## src/hdl/crcfb_pkg.sv

```systemverilog
// Package with the shared constants, types and CRC function of the CRC-16 frame builder.
package crcfb_pkg;

  localparam int FRAME_SIZE_DEF = 34;

  localparam logic [7:0]  HDR_FIRST  = 8'hD5;
  localparam logic [7:0]  HDR_SECOND = 8'h5A;
  localparam logic [15:0] CRC_POLY   = 16'h1021;
  localparam logic [15:0] CRC_INIT   = 16'hFFFF;

  // Folds one byte into a CRC-16-CCITT, MSB first.
  function automatic logic [15:0] crc_fold(input logic [15:0] crc, input logic [7:0] data);
    logic [15:0] c;
    c = crc ^ {data, 8'h00};
    for (int k = 0; k < 8; k++) begin
      c = c[15] ? ((c << 1) ^ CRC_POLY) : (c << 1);
    end
    return c;
  endfunction

  // CRC after both header bytes; every frame starts from this value.
  localparam logic [15:0] HDR_CRC = crc_fold(crc_fold(CRC_INIT, HDR_FIRST), HDR_SECOND);

  // Everything one request produces on the frame side.
  typedef struct packed {
    logic        hdr;    // header bytes go out before the payload byte
    logic [7:0]  data;   // the payload byte
    logic        close;  // CRC bytes follow and end the frame
    logic [15:0] crc;    // CRC including this payload byte
  } grp_t;

  typedef enum logic [2:0] {
    PH_IDLE,
    PH_HDR1,
    PH_HDR2,
    PH_DATA,
    PH_CRC_HI,
    PH_CRC_LO
  } phase_t;

endpackage

```

## src/hdl/crcfb_if.sv

```systemverilog
// Valid/ready channel interfaces for payload bytes in and frame bytes out.
interface crcfb_in_if;
  logic       valid;
  logic       ready;
  logic [7:0] payload_byte;

  modport source (output valid, output payload_byte, input ready);
  modport sink (input valid, input payload_byte, output ready);
endinterface

interface crcfb_out_if;
  logic       valid;
  logic       ready;
  logic [7:0] out_byte;
  logic       frame_end;

  modport source (output valid, output out_byte, output frame_end, input ready);
  modport sink (input valid, input out_byte, input frame_end, output ready);
endinterface

```

## src/hdl/crcfb_core.sv

```systemverilog
// Frame position and running CRC; forms the byte group for each accepted payload byte.
module crcfb_core import crcfb_pkg::*; #(
  parameter int FRAME_SIZE = FRAME_SIZE_DEF
) (
  input  logic       clk,
  input  logic       rst,
  input  logic       accept,
  input  logic [7:0] payload_byte,
  output grp_t       grp
);

  localparam int EffSize = (FRAME_SIZE < 6) ? 6 : ((FRAME_SIZE > 256) ? 256 : FRAME_SIZE);
  localparam int LastPos = EffSize - 5;
  localparam int PosW    = (LastPos < 2) ? 1 : $clog2(LastPos + 1);

  logic [PosW-1:0] pos;
  logic [PosW-1:0] pos_next;
  logic [15:0]     crc;
  logic [15:0]     crc_next;
  logic [15:0]     crc_base;
  logic            first;
  logic            close;

  assign first    = (pos == '0);
  assign close    = (pos >= PosW'(LastPos));
  assign crc_base = first ? HDR_CRC : crc;

  always_comb begin
    grp.hdr   = first;
    grp.data  = payload_byte;
    grp.close = close;
    grp.crc   = crc_fold(crc_base, payload_byte);
  end

  assign pos_next = close ? '0 : pos + PosW'(1);
  assign crc_next = close ? CRC_INIT : grp.crc;

  always_ff @(posedge clk) begin
    if (rst) begin
      pos <= '0;
      crc <= CRC_INIT;
    end else if (accept) begin
      pos <= pos_next;
      crc <= crc_next;
    end
  end

  a_pos_range: assert property (@(posedge clk) disable iff (rst) pos <= PosW'(LastPos))
    else $error("frame position beyond last payload slot");
  a_close_restart: assert property (@(posedge clk) disable iff (rst)
    (accept && close) |=> (pos == '0 && crc == CRC_INIT))
    else $error("frame did not restart after closing");

endmodule

```

## src/hdl/crcfb_serializer.sv

```systemverilog
// Holds one byte group and sends its header, payload and CRC bytes one per cycle while the receiver is ready.
module crcfb_serializer import crcfb_pkg::*; (
  input  logic  clk,
  input  logic  rst,
  input  logic  in_valid,
  output logic  in_ready,
  input  grp_t  grp_in,
  crcfb_out_if.source frame
);

  phase_t phase;
  phase_t phase_next;
  grp_t   grp;
  logic   last;
  logic   load;
  logic   taken;

  assign last  = (phase == PH_DATA && !grp.close) || (phase == PH_CRC_LO);
  assign taken = frame.valid && frame.ready;
  assign in_ready = (phase == PH_IDLE) || (last && frame.ready);
  assign load  = in_valid && in_ready;

  always_comb begin
    phase_next = phase;
    if (load) begin
      phase_next = grp_in.hdr ? PH_HDR1 : PH_DATA;
    end else if (taken) begin
      case (phase)
        PH_HDR1:   phase_next = PH_HDR2;
        PH_HDR2:   phase_next = PH_DATA;
        PH_DATA:   phase_next = grp.close ? PH_CRC_HI : PH_IDLE;
        PH_CRC_HI: phase_next = PH_CRC_LO;
        PH_CRC_LO: phase_next = PH_IDLE;
        default:   phase_next = PH_IDLE;
      endcase
    end
  end

  always_comb begin
    frame.valid     = (phase != PH_IDLE);
    frame.frame_end = (phase == PH_CRC_LO);
    case (phase)
      PH_HDR1:   frame.out_byte = HDR_FIRST;
      PH_HDR2:   frame.out_byte = HDR_SECOND;
      PH_CRC_HI: frame.out_byte = grp.crc[15:8];
      PH_CRC_LO: frame.out_byte = grp.crc[7:0];
      default:   frame.out_byte = grp.data;
    endcase
  end

  always_ff @(posedge clk) begin
    if (rst) begin
      phase <= PH_IDLE;
    end else begin
      phase <= phase_next;
    end
  end

  always_ff @(posedge clk) begin
    if (load) begin
      grp <= grp_in;
    end
  end

  a_crc_pair: assert property (@(posedge clk) disable iff (rst)
    (phase == PH_CRC_HI && taken) |=> (phase == PH_CRC_LO))
    else $error("CRC high byte not followed by low byte");
  a_hdr_pair: assert property (@(posedge clk) disable iff (rst)
    (phase == PH_HDR1 && taken) |=> (phase == PH_HDR2 && frame.valid))
    else $error("header bytes split");

endmodule

```

## src/hdl/crc16_frame_builder.sv

```systemverilog
// Top level of the CRC-16 frame builder: payload bytes in, framed bytes out.
//
//  Channel   Dir  Fields                  Role
//  payload   in   payload_byte[7:0]       one payload byte per request
//  frame     out  out_byte[7:0], frame_end header, payload or CRC byte; frame_end on last
//
// Each payload byte yields one output byte in mid-frame, three at frame start
// (0xD5, 0x5A, payload) and three at frame end (payload, CRC high, CRC low).
// In mid-frame one request is taken per cycle while the receiver is ready; the byte
// group register frees up in the same cycle its last byte is taken, so the only
// bubbles are for the header bytes at frame start and the CRC bytes at frame end.
// Reset (rst, synchronous) clears the frame position and loads the CRC seed;
// no output is pending after reset. Output stalls hold the group register and
// hold off new payload requests; input bubbles simply leave the output idle.
module crc16_frame_builder import crcfb_pkg::*; #(
  parameter int FRAME_SIZE = FRAME_SIZE_DEF
) (
  input logic clk,
  input logic rst,
  crcfb_in_if.sink    payload,
  crcfb_out_if.source frame
);

  grp_t grp;
  logic in_ready;
  logic accept;

  // A payload request is taken when the serializer can load a new byte group.
  assign payload.ready = in_ready;
  assign accept        = payload.valid && in_ready;

  // Position and CRC tracking; the group for this byte is formed combinationally.
  crcfb_core #(
    .FRAME_SIZE(FRAME_SIZE)
  ) u_core (
    .clk         (clk),
    .rst         (rst),
    .accept      (accept),
    .payload_byte(payload.payload_byte),
    .grp         (grp)
  );

  // Registered byte group, sent out one byte per cycle while the receiver is ready.
  crcfb_serializer u_ser (
    .clk     (clk),
    .rst     (rst),
    .in_valid(payload.valid),
    .in_ready(in_ready),
    .grp_in  (grp),
    .frame   (frame)
  );

endmodule

```

## src/flat_wrapper.sv

```systemverilog
// flat-port wrapper written by rule: the top's interface ports become plain ports
module crc16_frame_builder_flat import crcfb_pkg::*;
#(
  parameter int FRAME_SIZE = FRAME_SIZE_DEF
)
  (clk, rst, payload_valid, payload_payload_byte, payload_ready, frame_valid, frame_out_byte, frame_frame_end, frame_ready);
  crcfb_in_if payload_i ();
  crcfb_out_if frame_i ();
  input logic clk;
  input logic rst;
  input wire logic [$bits(payload_i.valid)-1:0] payload_valid;
  input wire logic [$bits(payload_i.payload_byte)-1:0] payload_payload_byte;
  output wire logic [$bits(payload_i.ready)-1:0] payload_ready;
  output wire logic [$bits(frame_i.valid)-1:0] frame_valid;
  output wire logic [$bits(frame_i.out_byte)-1:0] frame_out_byte;
  output wire logic [$bits(frame_i.frame_end)-1:0] frame_frame_end;
  input wire logic [$bits(frame_i.ready)-1:0] frame_ready;
  assign payload_i.valid = payload_valid;
  assign payload_i.payload_byte = payload_payload_byte;
  assign payload_ready = payload_i.ready;
  assign frame_valid = frame_i.valid;
  assign frame_out_byte = frame_i.out_byte;
  assign frame_frame_end = frame_i.frame_end;
  assign frame_i.ready = frame_ready;
  crc16_frame_builder #(.FRAME_SIZE(FRAME_SIZE)) u_core (.clk(clk), .rst(rst), .payload(payload_i), .frame(frame_i));
endmodule
```

## config.mk

```make
export PLATFORM = sky130hd
export DESIGN_NAME = crc16_frame_builder_flat
export DESIGN_NICKNAME = d
export VERILOG_FILES = /design/src/hdl/crcfb_pkg.sv /design/src/hdl/crcfb_if.sv /design/src/hdl/crcfb_core.sv /design/src/hdl/crcfb_serializer.sv /design/src/hdl/crc16_frame_builder.sv /design/src/flat_wrapper.sv
export SDC_FILE = /design/constraint.sdc
export NUM_CORES = 1
export LEC_CHECK = 0
export ABC_AREA = 0
export BUFFER_PORTS_ARGS = -buffer_cell sky130_fd_sc_hd__buf_4
export CORE_MARGIN = 3
export CORE_UTILIZATION = 53
export DETAILED_ROUTE_END_ITERATION = 16
export GPL_TIMING_DRIVEN = 0
export HOLD_SLACK_MARGIN = 0.06
export PLACE_DENSITY_LB_ADDON = 0.25
export REMOVE_ABC_BUFFERS = 1
export SLEW_MARGIN = 15
export SYNTH_ARGS = -nofsm -noshare
export SYNTH_HDL_FRONTEND = slang
export SYNTH_SLANG_ARGS = --single-unit
```

## constraint.sdc

```tcl
create_clock -name clk -period 1.78 [get_ports clk]
set_clock_uncertainty 0.1 [all_clocks]
set_input_delay 0.089 -clock clk [delete_from_list [all_inputs] [get_ports clk]]
set_output_delay 0.089 -clock clk [all_outputs]
set_load 0.02 [all_outputs]
```

==> metrics.txt, run 1 <==
Main synth FF type edfxtp_1; register-to-register setup slack -0.15 ns; vias 2,355; Simple-Gate Fraction of Synth Area between 10% and 20%; Max-Cap Viols 0; share of layout cells above drive strength 1 41.8%; Crit path largest cell delay around 0.54 ns; asr flop ratio synth 0%; EDFF count, synth 25; Total Nets Final 330; most numerous cell in the Yosys netlist nand2_1; max-slew violation count 0; failing checks setup timing; Yosys top cell by area edfxtp_1; Routed wire per std cell about 23 um; fillers 200; Worst-Skew Late Latency ~0.32 ns; Power Total 0.00434 W; GRT Total Usage ~26%; TritonCTS Buffers 5; multi-input logic area about 1600 um2; diodes inserted 0; setup TNS -3.98 ns; final worst path period need roughly 1.9 ns; critical path's most frequent cell xor2_1; Arr. time, crit path 2.06 ns; GP Congestion 0.875; CTS tree built; P&R area growth vs syn 45.7%; # IOs 23; final setup margin -0.167 ns; CP max FO 4; Least-Margin Pin Slew 0.503 ns; Clk pin slew, worst setup/hold paths 0.10 ns; Initial Utilization a little under three fifths; status finished with violations; Die Ht between 70 and 80 um; Cell variety after synth 43; Synth Area in Compound Gates between 10% and 20%; Post-DP Area 2840 um2; Yosys top cell area share ~29%; XOR/XNOR share of the synthesized area between 10% and 20%; CP cell instances dlygate4sd3_1 -> buf_4 -> xor2_1 -> xor2_1 -> xnor2_2 -> o41a_1; drt pass-1 iters 4; Worst VDD drop approximately 0.0011 V; final hold vios 0; DRC Markers 0; Adder-Cell Fraction of Synth Area 1.45%; post-route design area roughly 3800 um2; hold crit path type input port to flop; Worst R2R Path Depth 7; width of the die 76.0 um; FP Rows 24; post-route ant nets 0; final number of setup-violating endpoints between 50 and 60; clk sinks 49; dpl hpwl approximately 3800 um; Max-Slew Margin vs Limit 66.3%; synthesized instance count roughly 250; CP endpoint kind flop; crit path kind input port to flop; RSZ-0062 raised after global routing true; YS warnings 0; mux cell area share after synthesis roughly 5.9%; Lkg Pwr around 1.5 nW; core area 4530 um2; Hold Path Depth 4; largest net degree at the start of global routing 18; IO buf count 22; via/cell ratio between 6 and 7; combinational family with the most area after synthesis XOR/XNOR gates; worst slack, placed -0.893 ns; Post-synth top cells nand2_1, edfxtp_1, xnor2_1; largest cells by area after synthesis edfxtp_1, dfxtp_1, xnor2_1; maximum root-to-sink buffer count 2; fin crit share 109%; crit path launch type input port; vias in the first global route around 2,100; total global routing overflow 0; Max stage delay cell, worst path dlygate4sd3_1; htree depth 2; initial antenna violation count 0; Critical Path RT around 1.9 ns; PD cells around 1100 nW/um2; WHS approximately 0.12 ns; Total Wirelength approximately 8700 um; clock root buffer clkbuf_8; DR iter-0 viols about 240; Register Area about 1200 um2; first-pass GRT wire length between 10,000 and 15,000 um; fmax between 500 and 600 MHz; Die ar. 5780 um2; Seq/Total Area, Yosys 47.4%; #FFs+latches synth 49; Avg Cell Area, Syn ~11 um2; Post-Syn Area between 2000 and 3000 um2
==> worst paths after layout <==
kind                                              start                     to
worst max-delay path            payload_payload_byte[4]  u_core.u_core.crc[12]
worst min register to register     u_core.u_core.crc[2]   u_core.u_core.crc[2]
worst max register to register    u_core.u_ser.phase[0]   u_core.u_core.crc[7]
worst min-delay path                      payload_valid  u_core.u_ser.phase[1]
==> layout by cell type, fill, tap and decap left out, types with 3 or more instances in the layout <==
cell	Yosys	routed
buf_4	3	46
edfxtp_1	25	25
nor2_1	23	21
dfxtp_1	24	19
xnor2_1	25	16
nand2_1	26	15
xor2_1	15	12
mux2i_1	13	12
dlygate4sd3_1	0	11
xnor2_2	0	9
buf_6	1	9
nand2_2	0	7
o21ai_0	8	7
inv_1	10	5
a21oi_1	5	5
a221oi_2	0	5
clkbuf_8	0	5
dfxtp_4	0	5
nand2_4	1	4
nor2b_1	5	4
o22ai_2	0	4
a211o_1	4	4
xor2_2	0	3
nand3_1	3	3
or3_1	3	3
o41a_1	3	3
==> report_power, final <==
group	leakage, nW	internal (W)	switching, W
registers	0.440	0.00144	0.000181
clock network	0.0518	0.000414	0.000405
logic	0.972	0.000936	0.000958
total	1.46	0.00279	0.00154
==> layer usage <==
| metal | track usage [%] | wire [um] | vias to the layer above |
|---|---|---|---|
| li1 | - | - | 1010 |
| met1 | 29.9 | 3270 | 1144 |
| met2 | 45.3 | 4330 | 168 |
| met3 | 5.56 | 697 | 33 |
| met4 | 11.2 | 380 | 0 |
| met5 | 0 | 0 | - |
==> registers in the layout (all words and copies together) (netlist names) <==
signal	cells
u_core.u_core.pos	5
u_core.u_core.crc	16
u_core.u_ser.grp	25
u_core.u_ser.phase	3
==> critical path, delay by kind of cell <==
family          cells  cell delay (ns)
xor+xnor            3             0.86
buf+inv             2             0.71
compound gates      1             0.39
==> kinds of logic (layout without fill, tap and decap cells) <==
family | count (synthesis) | in the layout
adders and majority gates | 3 | 3
DFF | 49 | 49
buffers and inverters | 23 | 91
and+or+nand+nor | 71 | 72
muxes | 15 | 15
AOI/OAI and AO/OA | 44 | 44
xor gates and xnor gates | 42 | 42
==> final cells by class <==
cell class	count	area share (%)
multi-input combinational	176	41.9
sequential	49	33.0
timing repair buffer	72	18.7
tap	65	2.15
clock buffer	5	1.82
inverter	11	1.32
clock inverter	3	1.09
==> per-stage QoR <==
step	util (%)	cells
2_1_floorplan	-	235
3_5_place_dp	62.6	324
6_report	83.5	381
3_3_place_gp	61.3	322
4_1_cts	77.6	368
5_1_grt	83.5	381
==> what timing repair did <==
item                                   in CTS  in global routing
pin swaps                                  16                 15
hold buffers                               11                  0
gates resized for setup                    50                 39
setup buffers                              21                 14
cloned                                      4                  0
setup endpoints to repair                  68                 61
endpoints found under the hold margin      20                  0
(Power assumes the default switching activity.)
==> run 2: changes to the inputs <==
--- a/config.mk
+++ b/config.mk
@@ -14,6 +14,7 @@
 export HOLD_SLACK_MARGIN = 0.06
 export PLACE_DENSITY_LB_ADDON = 0.25
 export REMOVE_ABC_BUFFERS = 1
+export SETUP_SLACK_MARGIN = 0.15
 export SLEW_MARGIN = 15
 export SYNTH_ARGS = -nofsm -noshare
 export SYNTH_HDL_FRONTEND = slang
==> metrics.txt, run 2 (synthesized netlist as in run 1, its figures left out) <==
IO buf count 22; placed insts between 300 and 400; clock root buffer clkbuf_8; worst r2r src u_core.u_ser.grp[16]; crit path launch type flop; # IOs 23; Hold Path End u_core.u_ser.grp[10]; share of layout cells above drive strength 1 48.5%; drt pass-1 iters 5; WHS about 0.097 ns; post-route ant nets 0; htree depth 2; Worst VDD drop between 0.001 and 0.0015 V; Worst-Skew Late Latency 0.32 ns; Routed wire per std cell between 20 and 30 um; via/cell ratio approximately 6.4; Power Total 0.00470 W; most frequent cells in the layout buf_4, edfxtp_1, buf_6; largest net degree at the start of global routing 18; Most flops, register u_core.u_ser.grp; first-pass GRT wire length between 10,000 and 15,000 um; top flop regs u_core.u_ser.grp x25, u_core.u_core.crc x16, u_core.u_core.pos x5; Arr. time, crit path between 2 and 2.5 ns; total global routing overflow 0; final hold vios 0; Largest register FFs 25; width of the die roughly 76 um; Critical Path RT between 1.5 and 2 ns; Least-Margin Pin Slew 0.810 ns; Hold Path Depth 2; GRT Total Usage 29.3%; final setup margin -0.250 ns; initial antenna violation count 0; Die ar. ~5800 um2; CP endpoint kind flop; P&R area growth vs syn 57.7%; core area ~4500 um2; post-route insts no fill 389; Die Ht around 76 um; RSZ-0062 raised after global routing true; fillers between 100 and 150; Clk pin slew, worst setup/hold paths approximately 0.10 ns; crit path kind flop to flop; vias in the first global route 2,295; vias 2,492; DRC Markers 0; final number of setup-violating endpoints 60; DR iter-0 viols ~250; max-slew violation count 0; hold crit path type input port to flop; Total Wirelength ~11,000 um; FP Rows 24; Worst R2R End u_core.u_core.crc[11]; Total Nets Final between 300 and 400; PD cells 1150 nW/um2; TritonCTS Buffers 5; Initial Utilization roughly 57%; register-to-register setup slack -0.25 ns; failing checks setup timing; maximum root-to-sink buffer count 2; clk sinks between 40 and 50; Hold Startpoint payload_payload_byte[5]; Lkg Pwr about 1.6 nW; dpl hpwl around 3800 um; status finished with violations; Max-Slew Margin vs Limit ~46%; CP max FO 6; final worst path period need slightly above 2 ns; Worst R2R Path Depth 7; Max-Cap Viols 0; Util after Layout 90.3%; diodes inserted 0; worst slack, placed -0.893 ns; GP Congestion 0.875; fmax just under 500 MHz; fin crit share 114%; CTS tree built; commonest non-fill, non-tap cell in the layout buf_4
-- run 2: where the power goes --
part | switching [W] | internal, W | leakage, nW
Sequential | 0.000191 | 0.00145 | 0.440
Combinational | 0.00115 | 0.00111 | 1.12
Clock | 0.000390 | 0.000414 | 0.0518
Total | 0.00173 | 0.00297 | 1.61
-- run 2: worst max path at each step --
stage | startpoint | endpoint | slack, ns | cells past startpoint
6_report | u_core.u_ser.grp[16] | u_core.u_core.crc[11] | -0.25 | 7
5_1_grt | u_core.u_ser.grp[16] | u_core.u_core.crc[10] | -0.30 | 7
4_1_cts | u_core.u_core.pos[1] | u_core.u_core.crc[12] | -0.05 | 6
3_5_place_dp | u_core.u_ser.phase[2] | u_core.u_core.crc[11] | -0.89 | 7
3_3_place_gp | u_core.u_ser.phase[2] | u_core.u_core.crc[5] | -2.40 | 5
2_1_floorplan | u_core.u_ser.phase[2] | u_core.u_core.crc[12] | -1.50 | 5
-- run 2: worst max-delay path, stage by stage (launching register included) --
cell       delay, ns
edfxtp_1        0.48
nor3b_2         0.24
o211ai_2        0.14
a21oi_4         0.23
clkbuf_16       0.22
buf_16          0.12
mux2i_1         0.22
nand2_1         0.12
-- run 2: stage by stage --
step	setup TNS [ns]	cell area, um2
finish	-6.95	4100
global route	-9.54	4100
CTS	-0.472	3740
detailed placement	-38.90	2840
global placement	-106.34	2780
floorplan	-64.87	2530
-- run 2: repair_timing --
action | in CTS | in global routing
setup buffers | 32 | 6
pin swaps | 24 | 16
gates resized for setup | 77 | 49
endpoints found under the hold margin | 21 | 1
setup endpoints to repair | 75 | 72
hold buffers | 10 | 2
gates cloned | 4 | 3
-- run 2: metal layers --
metal / part of all wire [%] / track usage, %
met1: 38 / 35.9
met2: 48 / 50.0
met3: 9.9 / 6.97
met4: 4.8 / 11.6
met5: 0 / 0
-- run 2: layout make-up --
type,count,area (um2),share of cell area (%)
multi-input cells,176,1710,41.7
flip-flops and latches,49,1250,30.6
repair buffers,80,893,21.8
well taps,65,81.3,1.99
clock buffers,5,68.8,1.68
inverters,11,50.0,1.22
clock inverters,3,41.3,1.01
